<file path="config.mk">
export PLATFORM = sky130hd
export DESIGN_NAME = safk_ctrl
export DESIGN_NICKNAME = d
export VERILOG_FILES = /design/src/safk_pkg.sv /design/src/safk_ctrl.sv
export SDC_FILE = /design/constraint.sdc
export NUM_CORES = 1
export LEC_CHECK = 0
export ABC_CLOCK_PERIOD_IN_PS = 6700
export BUFFER_PORTS_ARGS = -buffer_cell sky130_fd_sc_hd__buf_4
export CELL_PAD_IN_SITES_DETAIL_PLACEMENT = 0
export CELL_PAD_IN_SITES_GLOBAL_PLACEMENT = 1
export CORE_AREA = 4 4 121 152
export DETAILED_ROUTE_END_ITERATION = 16
export DIE_AREA = 0 0 125 156
export PLACE_DENSITY_LB_ADDON = 0.05
export SLEW_MARGIN = 20
export SYNTH_ARGS = -nofsm -noshare
export SYNTH_HDL_FRONTEND = slang
export SYNTH_SLANG_ARGS = --single-unit
</file>
<file path="constraint.sdc">
create_clock -name clk -period 6.7 [get_ports clk]
set_input_delay 0.335 -clock clk [delete_from_list [all_inputs] [get_ports clk]]
set_output_delay 0.335 -clock clk [all_outputs]
set_load 0.03 [all_outputs]
</file>
<file path="src/safk_pkg.sv">
// Package for the serial arm forward kinematics block: types, constants, scratch map, helpers.
// Used by safk_cordic, safk_dp, safk_ctrl and serial_arm_forward_kinematics.
package safk_pkg;

	localparam int JOINTS_DEF       = 6;
	localparam int CORDIC_STEPS_DEF = 24;
	localparam int MODEL_WORDS      = 15;
	localparam int JCOLS            = 6;
	localparam int AW               = 8;
	localparam int RAM_DEPTH        = 256;
	localparam int ACC_W            = 35;
	localparam int CZ_W             = 34;
	localparam int STEP_W           = 5;
	localparam int JNT_W            = 3;

	localparam logic signed [31:0]     Q_ONE      = 32'sd16777216;
	localparam logic signed [CZ_W-1:0] C_PI       = 34'sd52707179;
	localparam logic signed [CZ_W-1:0] C_TWO_PI   = 34'sd105414357;
	localparam logic signed [CZ_W-1:0] C_HALF_PI  = 34'sd26353589;
	localparam logic signed [CZ_W-1:0] C_GAIN     = 34'sd10188014;

	// scratch map above the model words
	localparam logic [AW-1:0] A_S   = 8'd128;
	localparam logic [AW-1:0] A_C   = 8'd129;
	localparam logic [AW-1:0] A_OC  = 8'd130;
	localparam logic [AW-1:0] A_P   = 8'd131;
	localparam logic [AW-1:0] A_TJ  = 8'd140;
	localparam logic [AW-1:0] A_LK  = 8'd149;
	localparam logic [AW-1:0] A_TOT = 8'd158;
	localparam logic [AW-1:0] A_NT  = 8'd170;
	localparam logic [AW-1:0] A_ZC  = 8'd182;
	localparam logic [AW-1:0] A_PJ  = 8'd200;
	localparam logic [AW-1:0] A_D   = 8'd218;
	localparam logic [AW-1:0] A_JAC = 8'd221;

	typedef enum logic [1:0] {FN_WORD, FN_ANGLE, FN_POSE, FN_JAC} func_code_t;

	typedef enum logic [3:0] {
		OP_LDZ, OP_LD1, OP_LDA, OP_ADD, OP_MAC, OP_EMIT, OP_EMITZ, OP_WRS, OP_WRC
	} op_t;

	typedef enum logic [3:0] {
		PH_IDLE, PH_INIT, PH_CSTART, PH_CWAIT, PH_SC, PH_OC, PH_PROD, PH_TJ, PH_LK,
		PH_TOT, PH_COPY, PH_SAVE, PH_EMITP, PH_JC, PH_EMITJ
	} phase_t;

	typedef enum logic [1:0] {CS_IDLE, CS_WRAP, CS_ROT} cord_state_t;

	typedef struct packed {
		op_t           op;
		logic          neg;
		logic          clr;
		logic          wr;
		logic [AW-1:0] sa;
		logic [AW-1:0] sb;
		logic [AW-1:0] dst;
		logic          kind;
		logic [2:0]    row;
		logic [2:0]    col;
		logic          last;
	} uop_t;

	typedef struct packed {
		logic             go;
		uop_t             uop;
		logic             cord_start;
		logic [JNT_W-1:0] joint;
		logic             mw;
		logic             aw;
	} cmd_t;

	typedef struct packed {
		logic out_busy;
		logic cord_done;
	} sts_t;

	function automatic logic signed [31:0] sat32(input logic signed [63:0] v);
		if (v > 64'sd2147483647)
			return 32'sh7fffffff;
		else if (v < -64'sd2147483648)
			return 32'sh80000000;
		else
			return v[31:0];
	endfunction

	function automatic logic signed [CZ_W-1:0] atan_q(input logic [STEP_W-1:0] i);
		case (i)
			5'd0:  return 34'sd13176795;
			5'd1:  return 34'sd7778716;
			5'd2:  return 34'sd4110060;
			5'd3:  return 34'sd2086331;
			5'd4:  return 34'sd1047214;
			5'd5:  return 34'sd524117;
			5'd6:  return 34'sd262123;
			5'd7:  return 34'sd131069;
			5'd8:  return 34'sd65536;
			5'd9:  return 34'sd32768;
			5'd10: return 34'sd16384;
			5'd11: return 34'sd8192;
			5'd12: return 34'sd4096;
			5'd13: return 34'sd2048;
			5'd14: return 34'sd1024;
			5'd15: return 34'sd512;
			5'd16: return 34'sd256;
			5'd17: return 34'sd128;
			5'd18: return 34'sd64;
			5'd19: return 34'sd32;
			5'd20: return 34'sd16;
			5'd21: return 34'sd8;
			5'd22: return 34'sd4;
			5'd23: return 34'sd2;
			5'd24: return 34'sd1;
			default: return '0;
		endcase
	endfunction

	function automatic logic [AW-1:0] nx3(input logic [AW-1:0] m);
		return (m == 8'd2) ? 8'd0 : m + 8'd1;
	endfunction

endpackage

</file>
<file path="src/safk_ctrl.sv">
// Sequencer: walks the kinematics schedule and issues one datapath operation at a time.
// Depends on safk_pkg.
module safk_ctrl #(
	parameter int JOINTS = safk_pkg::JOINTS_DEF
) (
	input  logic           clk,
	input  logic           arst_n,
	input  logic           in_valid,
	output logic           in_ready,
	input  logic [1:0]     func,
	input  logic [2:0]     joint,
	input  logic [3:0]     element,
	output safk_pkg::cmd_t cmd,
	input  safk_pkg::sts_t sts
);
	import safk_pkg::*;

	localparam int NCOL = (JOINTS < JCOLS) ? JOINTS : JCOLS;

	phase_t           phase_q, phase_d, nxt;
	logic [2:0]       r_q, r_d, c_q, c_d, rmax, cmax;
	logic [1:0]       k_q, k_d, kmax, wait_q, wait_d;
	logic [JNT_W-1:0] j_q, j_d;
	logic             jac_q, jac_d, is_emit, issue, ph_end;
	logic [AW-1:0]    r8, c8, k8, j8, mb, m8, ma, mc;
	uop_t             uop;

	always_ff @(posedge clk or negedge arst_n) begin
		if (!arst_n) begin
			phase_q <= PH_IDLE;
			r_q     <= '0;
			c_q     <= '0;
			k_q     <= '0;
			j_q     <= '0;
			wait_q  <= '0;
			jac_q   <= 1'b0;
		end else begin
			phase_q <= phase_d;
			r_q     <= r_d;
			c_q     <= c_d;
			k_q     <= k_d;
			j_q     <= j_d;
			wait_q  <= wait_d;
			jac_q   <= jac_d;
		end
	end

	// operation decode for the current phase and loop indices
	always_comb begin
		r8  = AW'(r_q);
		c8  = AW'(c_q);
		k8  = AW'(k_q);
		j8  = AW'(j_q);
		mb  = j8 * 8'd15;
		m8  = c8 - 8'd3;
		ma  = nx3(m8);
		mc  = nx3(ma);
		uop = '0;
		rmax = '0;
		cmax = '0;
		kmax = '0;
		is_emit = 1'b0;
		nxt = PH_IDLE;
		case (phase_q)
			PH_INIT: begin
				rmax = 3'd2; cmax = 3'd3; nxt = PH_CSTART;
				uop.op  = (r_q == c_q) ? OP_LD1 : OP_LDZ;
				uop.wr  = 1'b1;
				uop.dst = A_TOT + r8 * 8'd4 + c8;
			end
			PH_SC: begin
				cmax = 3'd1; nxt = PH_OC;
				uop.op  = (c_q == 3'd0) ? OP_WRS : OP_WRC;
				uop.wr  = 1'b1;
				uop.dst = (c_q == 3'd0) ? A_S : A_C;
			end
			PH_OC: begin
				kmax = 2'd1; nxt = PH_PROD;
				uop.op  = (k_q == 2'd0) ? OP_LD1 : OP_ADD;
				uop.neg = 1'b1;
				uop.sa  = A_C;
				uop.wr  = (k_q == 2'd1);
				uop.dst = A_OC;
			end
			PH_PROD: begin
				rmax = 3'd2; cmax = 3'd2; nxt = PH_TJ;
				uop.op  = OP_MAC;
				uop.clr = 1'b1;
				uop.sa  = mb + 8'd12 + r8;
				uop.sb  = mb + 8'd12 + c8;
				uop.wr  = 1'b1;
				uop.dst = A_P + r8 * 8'd3 + c8;
			end
			PH_TJ: begin
				rmax = 3'd2; cmax = 3'd2; kmax = 2'd1; nxt = PH_LK;
				uop.dst = A_TJ + r8 * 8'd3 + c8;
				uop.wr  = (k_q == 2'd1);
				if (k_q == 2'd0) begin
					uop.op  = (r_q == c_q) ? OP_LDA : OP_MAC;
					uop.clr = 1'b1;
					uop.sa  = (r_q == c_q) ? A_C : A_P + r8 * 8'd3 + c8;
					uop.sb  = A_OC;
				end else if (r_q == c_q) begin
					uop.op = OP_MAC;
					uop.sa = A_P + r8 * 8'd3 + c8;
					uop.sb = A_OC;
				end else begin
					uop.op  = OP_MAC;
					uop.neg = (r_q == 3'd0 && c_q == 3'd1) || (r_q == 3'd1 && c_q == 3'd2) ||
					          (r_q == 3'd2 && c_q == 3'd0);
					uop.sa  = mb + 8'd12 + (8'd3 - r8 - c8);
					uop.sb  = A_S;
				end
			end
			PH_LK: begin
				rmax = 3'd2; cmax = 3'd2; kmax = 2'd2; nxt = PH_TOT;
				uop.op  = OP_MAC;
				uop.clr = (k_q == 2'd0);
				uop.sa  = mb + r8 * 8'd3 + k8;
				uop.sb  = A_TJ + k8 * 8'd3 + c8;
				uop.wr  = (k_q == 2'd2);
				uop.dst = A_LK + r8 * 8'd3 + c8;
			end
			PH_TOT: begin
				rmax = 3'd2; cmax = 3'd3; nxt = PH_COPY;
				kmax = (c_q == 3'd3) ? 2'd3 : 2'd2;
				uop.dst = A_NT + r8 * 8'd4 + c8;
				uop.clr = (k_q == 2'd0);
				uop.sa  = A_TOT + r8 * 8'd4 + k8;
				if (c_q == 3'd3) begin
					uop.op = (k_q == 2'd3) ? OP_ADD : OP_MAC;
					uop.sb = mb + 8'd9 + k8;
					uop.wr = (k_q == 2'd3);
				end else begin
					uop.op = OP_MAC;
					uop.sb = A_LK + k8 * 8'd3 + c8;
					uop.wr = (k_q == 2'd2);
				end
			end
			PH_COPY: begin
				rmax = 3'd2; cmax = 3'd3; nxt = PH_SAVE;
				uop.op  = OP_LDA;
				uop.sa  = A_NT + r8 * 8'd4 + c8;
				uop.wr  = 1'b1;
				uop.dst = A_TOT + r8 * 8'd4 + c8;
			end
			PH_SAVE: begin
				rmax = 3'd2; cmax = 3'd1; nxt = PH_SAVE;
				uop.op  = OP_LDA;
				uop.sa  = A_TOT + r8 * 8'd4 + 8'd2 + c8;
				uop.wr  = 1'b1;
				uop.dst = ((c_q == 3'd0) ? A_ZC : A_PJ) + j8 * 8'd3 + r8;
			end
			PH_EMITP: begin
				rmax = 3'd2; cmax = 3'd3; is_emit = 1'b1;
				nxt = jac_q ? PH_JC : PH_IDLE;
				uop.op   = OP_EMIT;
				uop.sa   = A_TOT + r8 * 8'd4 + c8;
				uop.row  = r_q;
				uop.col  = c_q;
				uop.last = !jac_q && r_q == 3'd2 && c_q == 3'd3;
			end
			PH_JC: begin
				rmax = 3'(NCOL - 1); cmax = 3'd5; kmax = 2'd1; nxt = PH_EMITJ;
				uop.wr = (k_q == 2'd1);
				if (c_q < 3'd3) begin
					uop.op  = (k_q == 2'd0) ? OP_LDA : OP_ADD;
					uop.neg = (k_q == 2'd1);
					uop.sa  = (k_q == 2'd0) ? A_TOT + c8 * 8'd4 + 8'd3 : A_PJ + r8 * 8'd3 + c8;
					uop.dst = A_D + c8;
				end else begin
					uop.op  = OP_MAC;
					uop.clr = (k_q == 2'd0);
					uop.neg = (k_q == 2'd1);
					uop.sa  = A_ZC + r8 * 8'd3 + ((k_q == 2'd0) ? ma : mc);
					uop.sb  = A_D + ((k_q == 2'd0) ? mc : ma);
					uop.dst = A_JAC + m8 * 8'd6 + r8;
				end
			end
			PH_EMITJ: begin
				rmax = 3'd5; cmax = 3'd5; is_emit = 1'b1; nxt = PH_IDLE;
				uop.op   = ({1'b0, c_q} >= 4'(JOINTS)) ? OP_EMITZ : OP_EMIT;
				uop.sa   = (r_q < 3'd3) ? A_JAC + r8 * 8'd6 + c8 : A_ZC + c8 * 8'd3 + r8 - 8'd3;
				uop.kind = 1'b1;
				uop.row  = r_q;
				uop.col  = c_q;
				uop.last = (r_q == 3'd5 && c_q == 3'd5);
			end
			default: ;
		endcase
	end

	// next state, loop counters and command
	always_comb begin
		phase_d  = phase_q;
		r_d      = r_q;
		c_d      = c_q;
		k_d      = k_q;
		j_d      = j_q;
		jac_d    = jac_q;
		wait_d   = (wait_q != 2'd0) ? wait_q - 2'd1 : 2'd0;
		in_ready = (phase_q == PH_IDLE);
		cmd      = '0;
		cmd.uop  = uop;
		cmd.joint = j_q;
		issue    = 1'b0;
		ph_end   = 1'b0;
		case (phase_q)
			PH_IDLE: begin
				if (in_valid) begin
					case (func)
						FN_WORD: cmd.mw = ({1'b0, joint} < 4'(JOINTS)) &&
						                  (element < 4'(MODEL_WORDS));
						FN_ANGLE: cmd.aw = ({1'b0, joint} < 4'(JOINTS));
						default: begin
							jac_d   = (func == FN_JAC);
							j_d     = '0;
							r_d     = '0;
							c_d     = '0;
							k_d     = '0;
							phase_d = PH_INIT;
						end
					endcase
				end
			end
			PH_CSTART: begin
				cmd.cord_start = 1'b1;
				phase_d        = PH_CWAIT;
			end
			PH_CWAIT: begin
				if (sts.cord_done)
					phase_d = PH_SC;
			end
			default: begin
				issue = (wait_q == 2'd0) && !(is_emit && sts.out_busy);
				if (issue) begin
					cmd.go = 1'b1;
					wait_d = 2'd2;
					if (k_q == kmax) begin
						k_d = '0;
						if (c_q == cmax) begin
							c_d = '0;
							if (r_q == rmax) begin
								r_d    = '0;
								ph_end = 1'b1;
							end else begin
								r_d = r_q + 3'd1;
							end
						end else begin
							c_d = c_q + 3'd1;
						end
					end else begin
						k_d = k_q + 2'd1;
					end
				end
				if (ph_end) begin
					if ((phase_q == PH_COPY && j_q >= 3'(JCOLS)) || phase_q == PH_SAVE) begin
						if (j_q == 3'(JOINTS - 1)) begin
							phase_d = PH_EMITP;
						end else begin
							j_d     = j_q + 3'd1;
							phase_d = PH_CSTART;
						end
					end else begin
						phase_d = nxt;
					end
				end
			end
		endcase
	end

endmodule

</file>
==> impl_metrics.ini, run 1 <==
[outcome]
outcome = complete, no violations

[yosys]
postSynthRegisterBits = 18
synthDominantCellAreaShare = 0.2139
synth_top_cells_by_area = sky130_fd_sc_hd__ha_1 (21%), sky130_fd_sc_hd__fa_1 (8.9%), sky130_fd_sc_hd__dfrtp_1 (5.7%)
share_of_synthesized_cell_area_in_full_adder_half_adder_and_majority_cells = 0.3046
post_synth_mux_area_share = 0.02746
synth_top_flop_cell = sky130_fd_sc_hd__dfrtp_1
synth_top_family_by_area = adder cells
postSynthAreaPerCell_sq_um = 7.676
synth_nets = 1204
synth.cell_area_sq_um = 7838
synth-async-reset-ratio = 1.000
synth_enable_flop_cells = 0
synth-compound-area-share = 0.2789
synth_sequential_area_ratio = 0.05747
synthDistinctLibCells = 84
cell_type_with_the_highest_aggregate_area_in_the_netlist = sky130_fd_sc_hd__ha_1
post_synth_xor_area_fraction = 0.08269
synth-simple-area-share = 0.1802
synth-warning-count = 0
synth_cells = 1021

[drt]
drt-initial-drc-count = 772
route.detailed.drc = 0
vias_per_cell = 6.259
drt_wl_cell_um = 23.39
vias = 8049
dr.pass1.iters = 5
drtAntennaViolNets = 0
finalWirelength_um = 30080

[timing]
slew_violations = 0
timing.clock.skew_ps = 2.725
timing_worst_slew_pin_value_ps = 1032
timing.slew.headroom = 0.3094
timing.fmax_mhz = 180.5
grt_setup_unrepaired = no
period_share = 0.8269
timing.final.crit_period_ps = 5540
setup_total_negative_slack_ps = 0
finalSetupViolations = 0
final-hold-violation-count = 0
postLayoutSetupSlackWorst_ps = 1160

[pwr]
vdd_drop_max_mv = 0.1640
leakage_nw = 4.048
design_power_total_uw = 257.2
netSwitchingFraction = 0.2016
power_frac_seq = 0.423
cell_area_power_density_nw_per_um2 = 29.64
power.share.combinational = 0.037
internal-power_uw = 205.4
pwr-share-clk = 0.540
switching_power_uw = 51.86

[floorplanning]
fp.dieH_um = 156
core_region_area_sq_um = 16840
core.rowCount = 53
ports = 61
start_util = 0.4653
dieArea_sq_um = 19500
die-width_um = 125

[cts]
clock_tree.root_cell = sky130_fd_sc_hd__clkbuf_16
post_cts.repair.setup_buffers = 0
cts_max_level = 1
clk_path_buf_depth = 2
clock_insertion_delay_at_the_later_pin_of_the_skew_report_ps = 260
cts_resized = 0
cts_bufs_inserted = 3
clkSlewWorstSetupHoldPaths_ps = 60
tritoncts_clock_tree = yes
cts_hold_buffers = 1
cts_num_sinks = 18

[setup_path]
setup.reg_to_reg.worst_slack_ps = 3330
criticalPathCategory = flip-flop to output port
required_worst_endpoint_ps = 6360
endpoint_type_of_the_worst_setup_path = output port
crit_fanout = 7
cp-start-kind = flip-flop
worstPathArrival_ps = 5210

[global_route]
via_count_of_the_first_global_routing_pass = 7954
grt_max_degree = 46
groute.usage.overall = 0.3025
grt_pass1_wl_um = 46490
grt_remaining_overflow = 0
grt_antenna_before_repair = 0

[layout]
num-nets-final = 1250
area_growth_syn_to_layout_pct = 10.74
fin_util = 0.5153
drive_gt1_frac = 0.1069
diodes_inserted = 0
finish.instance_area_sq_um = 8680

[min_path]
min-delay-path-class = input port to flip-flop

[place]
dp_slack_ps = 1449
placement.cell_area_sq_um = 8581
portBuffers = 59
gp_congestion = 0.9974
dpl.hpwl_um = 23900

[flow_run]
drv_cap = 0
final timing paths:
path | startpoint | to | cells past startpoint
setup reg to reg | c_q[2] | j_q[2] | 9
hold reg to reg | wait_q[0] | wait_q[0] | 1
hold / removal | func[0] | jac_q | 3
setup / recovery | c_q[0] | cmd[37] | 23
min in group asynchronous | arst_n | j_q[1] | 2
max in group asynchronous | arst_n | r_q[2] | 2
synth_stat cells (9+ instances only):
master                     number
sky130_fd_sc_hd__a211oi_1      16
sky130_fd_sc_hd__a21o_1        23
sky130_fd_sc_hd__a21oi_1       66
sky130_fd_sc_hd__a22oi_1       19
sky130_fd_sc_hd__and2_1         9
sky130_fd_sc_hd__clkbuf_1      33
sky130_fd_sc_hd__dfrtp_1       18
sky130_fd_sc_hd__fa_1          35
sky130_fd_sc_hd__ha_1         134
sky130_fd_sc_hd__inv_1         89
sky130_fd_sc_hd__mux2i_1       17
sky130_fd_sc_hd__nand2_1       72
sky130_fd_sc_hd__nand2b_1      15
sky130_fd_sc_hd__nand3_1       17
sky130_fd_sc_hd__nand4_1        9
sky130_fd_sc_hd__nor2_1        67
sky130_fd_sc_hd__nor2b_1       25
sky130_fd_sc_hd__nor3_1        34
sky130_fd_sc_hd__o211ai_1      17
sky130_fd_sc_hd__o21ai_0       52
sky130_fd_sc_hd__o22ai_1       19
sky130_fd_sc_hd__xnor2_1       42
sky130_fd_sc_hd__xor2_1        32
cells in the final DEF (no fill, tap or decap), drive strengths merged, types with 9 or more instances in the layout:
cell type / netlist / routed
mux2i: 17 / 17
inv: 90 / 90
nand2: 72 / 72
o21ai: 56 / 56
nand4: 9 / 9
nor3: 35 / 35
buf: 16 / 89
a221oi: 9 / 9
nand2b: 15 / 15
and2: 9 / 9
dfrtp: 18 / 18
o211ai: 18 / 18
nor2: 67 / 67
nand3: 18 / 18
fa: 35 / 35
nor2b: 25 / 25
o22ai: 19 / 19
ha: 134 / 134
xor2: 32 / 32
xnor2: 42 / 42
a21oi: 66 / 66
a211oi: 18 / 18
a22oi: 19 / 19
a21o: 23 / 23
worst max-delay path, stage by stage (launching register included):
cell	delay (ps)
sky130_fd_sc_hd__dfrtp_1	530
sky130_fd_sc_hd__ha_1	240
sky130_fd_sc_hd__inv_1	50
sky130_fd_sc_hd__ha_1	400
sky130_fd_sc_hd__inv_1	90
sky130_fd_sc_hd__ha_1	220
sky130_fd_sc_hd__and3b_1	180
sky130_fd_sc_hd__a21oi_1	110
sky130_fd_sc_hd__buf_4	180
sky130_fd_sc_hd__a31oi_1	110
sky130_fd_sc_hd__nor2b_1	300
sky130_fd_sc_hd__o21ai_0	120
sky130_fd_sc_hd__a22oi_1	200
sky130_fd_sc_hd__ha_1	150
sky130_fd_sc_hd__inv_1	40
sky130_fd_sc_hd__ha_1	240
sky130_fd_sc_hd__fa_1	440
sky130_fd_sc_hd__a211oi_1	260
sky130_fd_sc_hd__o21bai_1	100
sky130_fd_sc_hd__a21oi_1	170
sky130_fd_sc_hd__xor2_1	220
sky130_fd_sc_hd__o221ai_1	140
sky130_fd_sc_hd__a221o_1	290
sky130_fd_sc_hd__buf_4	170
flip-flops by register name (all words and copies together) (netlist names):
signal / count
phase_q: 4
c_q: 3
j_q: 3
r_q: 3
k_q: 2
wait_q: 2
jac_q: 1
power groups by stage:
stage          clock network (mW)  registers (mW)  logic [mW]
3_3_place_gp                    0           0.111     0.00940
5_1_grt                     0.146           0.109      0.0110
6_report                    0.139           0.109     0.00964
2_1_floorplan                   0           0.111     0.00111
3_5_place_dp                    0           0.111     0.00961
4_1_cts                     0.146           0.109      0.0100
layout make-up:
class | count | area, sq um
fill | 1737 | 8164
multi-input combinational | 864 | 6849
timing repair buffer | 90 | 678.2
sequential | 18 | 450.4
inverter | 90 | 337.8
tap | 220 | 275.3
clock buffer | 4 | 88.84
through the flow:
stage	instances	hold WS, ps
final	1286	385.5
after global placement	1281	223.2
after floorplan	1021	39.41
after CTS	1286	387.7
after detailed placement	1281	233.0
after global routing	1286	421.3
routing by layer:
layer,track usage,routed length [um],up-vias
met1,0.3762,12160,3823
met3,0.02979,1863,94
met2,0.5268,14320,345
met5,0,0,-
li1,-,-,3787
met4,0.1436,1733,0
cells by family (layout without fill, tap and decap cells):
group	count (synthesis)	in the layout
xor gates and xnor gates	74	74
buffers and inverters	139	184
adders and majority gates	170	170
DFF	18	18
muxes	21	21
and+or+nand+nor	282	282
AOI/OAI and AO/OA	317	317
No activity file was read; power rests on OpenSTA's default activity.
==> run 2: changes to the inputs <==
--- a/config.mk
+++ b/config.mk
@@ -5,7 +5,7 @@
 export SDC_FILE = /design/constraint.sdc
 export NUM_CORES = 1
 export LEC_CHECK = 0
-export ABC_CLOCK_PERIOD_IN_PS = 6700
+export ABC_CLOCK_PERIOD_IN_PS = 5400
 export BUFFER_PORTS_ARGS = -buffer_cell sky130_fd_sc_hd__buf_4
 export CELL_PAD_IN_SITES_DETAIL_PLACEMENT = 0
 export CELL_PAD_IN_SITES_GLOBAL_PLACEMENT = 1
==> constraint.sdc (replaced) <==
create_clock -name clk -period 5.4 [get_ports clk]
set_input_delay 0.27 -clock clk [delete_from_list [all_inputs] [get_ports clk]]
set_output_delay 0.27 -clock clk [all_outputs]
set_load 0.03 [all_outputs]
==> run 2 against run 1 <==
Power up 24%. Combinational power up 29%. Flip-flop and latch count unchanged. Hold slack worse by 48 ps. Clock skew about the same.
==> impl_metrics.ini, run 2 (synthesized netlist as in run 1, its figures left out) <==
[setup_path]
worst_path_largest_cell_delay_ps = 440
setup.reg_to_reg.worst_slack_ps = 2180
worstPathBufferInverterCount = 4
required_worst_endpoint_ps = 5130
worstPathArrival_ps = 4840
criticalPathCategory = flip-flop to output port
reg2regPathDepth = 9
cp-start-kind = flip-flop
timing.critical_path.cells = buf_4 -> ha_1 -> a21o_1 -> inv_1 -> ha_1 -> nand2_1 -> xnor2_2 -> a31oi_4 -> nor2b_1 -> o21ai_0 -> a22oi_2 -> ha_1 -> inv_1 -> ha_1 -> fa_1 -> a211oi_1 -> o21bai_1 -> a21oi_1 -> xor2_1 -> o221ai_1 -> a221o_1 -> buf_4
critical-path-top-delay-family = compound AO/OA/AOI/OAI gates
worst_path_max_delay_cell = sky130_fd_sc_hd__fa_1
critical_path_cell_count = 22
endpoint_type_of_the_worst_setup_path = output port
crit_fanout = 8
critical-path-top-cell-by-count = sky130_fd_sc_hd__ha_1

[place]
dpl.hpwl_um = 24550
portBuffers = 59
dp_cells = 1296
placement.cell_area_sq_um = 8693
gp_congestion = 0.9999

[drt]
drtAntennaViolNets = 0
drt-initial-drc-count = 707
drt_wl_cell_um = 23.72
route.detailed.drc = 0
vias = 8135
vias_per_cell = 6.253
finalWirelength_um = 30860
dr.pass1.iters = 6

[global_route]
grt_pass1_wl_um = 47490
via_count_of_the_first_global_routing_pass = 8100
grt_antenna_before_repair = 0
grt_remaining_overflow = 0
grt_max_degree = 32
groute.usage.overall = 0.3118

[floorplanning]
core.rowCount = 53
start_util = 0.4653
fp.dieH_um = 156
dieArea_sq_um = 19500
core_region_area_sq_um = 16840
ports = 61
die-width_um = 125

[layout]
final_instance_count_excl_fillers = 1301
mostFrequentLayoutCells = sky130_fd_sc_hd__ha_1 (133), sky130_fd_sc_hd__buf_4 (104), sky130_fd_sc_hd__inv_1 (89)
finish.instance_area_sq_um = 8826
area_growth_syn_to_layout_pct = 12.61
diodes_inserted = 0
num-nets-final = 1265
drive_gt1_frac = 0.1240
largest_register = phase_q
largest_register_ffs = 4
layout_commonest_cell = sky130_fd_sc_hd__ha_1

[timing]
timing_worst_slew_pin_value_ps = 1170
timing.final.crit_period_ps = 5111
whs_ps = 337.8
finalSetupViolations = 0
final-hold-violation-count = 0
slew_violations = 0
timing.fmax_mhz = 195.7
timing.slew.headroom = 0.2174
period_share = 0.9465
timing.clock.skew_ps = 2.529

[cts]
clock_insertion_delay_at_the_later_pin_of_the_skew_report_ps = 260
cts_max_level = 1
clk_path_buf_depth = 2
tritoncts_clock_tree = yes
cts_bufs_inserted = 3
cts_num_sinks = 18
clkSlewWorstSetupHoldPaths_ps = 60
clock_tree.root_cell = sky130_fd_sc_hd__clkbuf_16

[flow_run]
drv_cap = 0

[pwr]
design_power_total_uw = 318.8
leakage_nw = 4.130
cell_area_power_density_nw_per_um2 = 36.12
switching_power_uw = 63.98
power.share.combinational = 0.039
power_frac_seq = 0.423
vdd_drop_max_mv = 0.2176
pwr-share-clk = 0.538
internal-power_uw = 254.8
netSwitchingFraction = 0.2007

[min_path]
holdPathStages = 3
min-delay-path-class = input port to flip-flop

[outcome]
outcome = complete, no violations
run 2: cell types whose count changed in the layout (fill, tap and decap cells not counted), sizes merged:
cell and change:
buf +15
run 2: layer usage:
metal  GRT usage  vias up  wire length, um
met2      0.5196      393            14330
met1      0.3882     3815            12290
li1            -     3811                -
met5           0        -                0
met4      0.1844        0             2197
met3     0.03733      116             2046
run 2: power by group through the flow:
stage	clock network [mW]	logic [mW]	registers, mW
floorplan	0	0.00137	0.137
global placement	0	0.0116	0.137
detailed placement	0	0.0119	0.137
CTS	0.176	0.0124	0.135
global route	0.179	0.0135	0.135
finish	0.171	0.0124	0.135
run 2: worst paths after layout:
check / from / end
max reg2reg: c_q[2] / j_q[2]
max: c_q[1] / cmd[37]
min: func[0] / jac_q
min in group asynchronous: arst_n / j_q[2]
max in group asynchronous: arst_n / r_q[2]
min reg2reg: wait_q[0] / wait_q[0]
run 2: cell type report:
class / count / area (sq um)
fillers: 1748 / 8018
well taps: 220 / 275.3
multi-input cells: 864 / 6883
clock buffers: 4 / 88.84
flip-flops and latches: 18 / 450.4
inverters: 90 / 337.8
repair buffers: 105 / 790.8
run 2: tightest hold or removal path, cell delays in order:
cell and delay, ps:
sky130_fd_sc_hd__buf_4 110, sky130_fd_sc_hd__inv_1 70, sky130_fd_sc_hd__o21ai_0 90
run 2: timing repair:
item,4_1_cts,5_1_grt
endpoints found under the setup margin,0,2
resized for setup,0,6
endpoints found under the hold margin,18,0
hold buffers,1,0
buffers inserted,0,0
run 2: through the flow:
stage	setup slack, ps	utilization	setup TNS [ps]
2_1_floorplan	130.9	-	0
3_3_place_gp	550.6	0.5161	0
3_5_place_dp	510.6	0.5161	0
4_1_cts	214.5	0.5220	0
5_1_grt	-4.558	0.5240	-4.558
6_report	288.9	0.5240	0
==> run 3: changes to the inputs <==
--- a/config.mk
+++ b/config.mk
@@ -6,12 +6,12 @@
 export NUM_CORES = 1
 export LEC_CHECK = 0
 export ABC_CLOCK_PERIOD_IN_PS = 5400
-export BUFFER_PORTS_ARGS = -buffer_cell sky130_fd_sc_hd__buf_4
 export CELL_PAD_IN_SITES_DETAIL_PLACEMENT = 0
 export CELL_PAD_IN_SITES_GLOBAL_PLACEMENT = 1
-export CORE_AREA = 4 4 121 152
+export CORE_AREA = 4 4 117 147
 export DETAILED_ROUTE_END_ITERATION = 16
-export DIE_AREA = 0 0 125 156
+export DIE_AREA = 0 0 121 151
+export DONT_BUFFER_PORTS = 1
 export PLACE_DENSITY_LB_ADDON = 0.05
 export SLEW_MARGIN = 20
 export SYNTH_ARGS = -nofsm -noshare
==> run 3 against run 2 <==
Setup slack worse by 8.4 ps. Largest cell class unchanged. Fmax fell by 0.16%. Clock power about the same. Non-clock buffer count decreased by 47. Count of clock-buffer cells in the layout is the same. Die area is 6.3% lower. Final cell count down 3.9%. Clock skew up 0.78 ps. Sequential power about the same.
==> impl_metrics.ini, run 3 (synthesized netlist as in run 1, its figures left out) <==
[outcome]
outcome = complete, no violations

[layout]
layout_commonest_cell = sky130_fd_sc_hd__ha_1
largest_register_ffs = 4
finish.instance_area_sq_um = 8461
mostFrequentLayoutCells = sky130_fd_sc_hd__ha_1 (133), sky130_fd_sc_hd__inv_1 (89), sky130_fd_sc_hd__nand2_1 (72)
num-nets-final = 1218
drive_gt1_frac = 0.08607
largest_register = phase_q
area_growth_syn_to_layout_pct = 7.950
diodes_inserted = 0

[min_path]
min_to = jac_q
min-delay-path-class = input port to flip-flop
holdPathStages = 2
hold_start = func[0]

[setup_path]
source_of_the_worst_register_to_register_timing_path = c_q[2]
crit_fanout = 5
worst_path_max_delay_cell = sky130_fd_sc_hd__fa_1
worst_path_largest_cell_delay_ps = 430
setup.reg_to_reg.worst_slack_ps = 2220
required_worst_endpoint_ps = 5130
worstPathArrival_ps = 4850
endpoint_type_of_the_worst_setup_path = output port
reg2regPathDepth = 9
criticalPathCategory = flip-flop to output port
crit-reg2reg-capture = j_q[2]
cp-start-kind = flip-flop
timing.critical_path.cells = ha_1 -> inv_1 -> ha_2 -> inv_1 -> ha_1 -> and3b_1 -> a21oi_2 -> a31oi_2 -> nor2b_2 -> o21ai_0 -> a22oi_1 -> ha_1 -> inv_1 -> ha_1 -> fa_1 -> a211oi_1 -> o21bai_1 -> a21oi_1 -> xor2_1 -> o221ai_1 -> a221o_2
critical-path-top-cell-by-count = sky130_fd_sc_hd__ha_1

[cts]
cts_max_level = 1
tritoncts_clock_tree = yes
clkSlewWorstSetupHoldPaths_ps = 60
cts_bufs_inserted = 3
clk_path_buf_depth = 2
clock_insertion_delay_at_the_later_pin_of_the_skew_report_ps = 260
cts_num_sinks = 18
clock_tree.root_cell = sky130_fd_sc_hd__clkbuf_16

[flow_run]
drv_cap = 0

[place]
placement.cell_area_sq_um = 8330
dp_slack_ps = 368.7
gp_congestion = 1.003
portBuffers = 0
dpl.hpwl_um = 24950

[timing]
timing.clock.skew_ps = 3.312
period_share = 0.9481
setup_total_negative_slack_ps = 0
grt_setup_unrepaired = no
timing_worst_slew_pin_value_ps = 1163
final-hold-violation-count = 0
timing.fmax_mhz = 195.3
postLayoutSetupSlackWorst_ps = 280.5
slew_violations = 0
timing.final.crit_period_ps = 5120
timing.slew.headroom = 0.2177
finalSetupViolations = 0

[global_route]
grt_max_degree = 27
groute.usage.overall = 0.3408
grt_pass1_wl_um = 47550
via_count_of_the_first_global_routing_pass = 7859
grt_antenna_before_repair = 0
grt_remaining_overflow = 0

[pwr]
cell_area_power_density_nw_per_um2 = 36.64
leakage_nw = 3.892
design_power_total_uw = 310.0
vdd_drop_max_mv = 0.1758

[floorplanning]
fp.dieH_um = 151
start_util = 0.4917
ports = 61
core.rowCount = 52
core_region_area_sq_um = 15940
die-width_um = 121
dieArea_sq_um = 18270

[drt]
route.detailed.drc = 0
dr.pass1.iters = 5
drtAntennaViolNets = 0
drt_wl_cell_um = 24.87
vias = 7974
drt-initial-drc-count = 694
finalWirelength_um = 31090
vias_per_cell = 6.379
[run 3: layout make-up]
| class | instances | area [sq um] |
|---|---|---|
| sequential | 18 | 450.4 |
| inverter | 90 | 337.8 |
| clock buffer | 4 | 88.84 |
| multi-input combinational | 864 | 6875 |
| timing repair buffer | 58 | 437.9 |
| fill | 1633 | 7480 |
| tap | 216 | 270.3 |
[run 3: critical path, delay by kind of cell (launching register included)]
kind	cells	cell delay, ps
and+or+nand+nor	2	420
adders and majority gates	6	1620
DFF	1	400
AOI/OAI and AO/OA	9	1780
xor gates and xnor gates	1	190
buffers and inverters	3	180
[run 3: how the worst max path moves through the flow]
stage | endpoint | slack, ps | cells past startpoint | startpoint
after floorplan | cmd[37] | 130 | 21 | c_q[1]
after global placement | cmd[37] | 480 | 21 | c_q[1]
after detailed placement | cmd[37] | 370 | 21 | c_q[1]
after CTS | cmd[37] | 90 | 21 | c_q[1]
after global routing | cmd[37] | 4 | 21 | c_q[1]
final | cmd[37] | 280 | 21 | c_q[1]
[run 3: stage by stage]
step | std cells | hold WS, ps | utilization
3_3_place_gp | 1243 | -25.01 | 0.5226
5_1_grt | 1250 | 253.5 | 0.5308
2_1_floorplan | 1021 | -25.59 | -
6_report | 1250 | 199.4 | 0.5308
3_5_place_dp | 1243 | -24.99 | 0.5226
4_1_cts | 1248 | 200.8 | 0.5288
[run 3: per-layer routing]
layer | track usage | up-vias | wire, um
li1 | - | 3720 | -
met1 | 0.4335 | 3850 | 12850
met2 | 0.5700 | 315 | 14590
met3 | 0.03661 | 89 | 1773
met4 | 0.1752 | 0 | 1872
met5 | 0 | - | 0
[run 3: power by group]
part           internal [mW]  switching, mW  leakage, nW  total (mW)
combinational        0.00134        0.00371         3.63     0.00506
sequential             0.135              0        0.216       0.135
clock                  0.113         0.0569       0.0442       0.170
[run 3: repair_timing]
action                                  CTS  global route
hold buffers                              1             0
gates resized for setup                   0             5
endpoints found under the setup margin    0             3
buffers inserted                          0             2
endpoints found under the hold margin    18             0
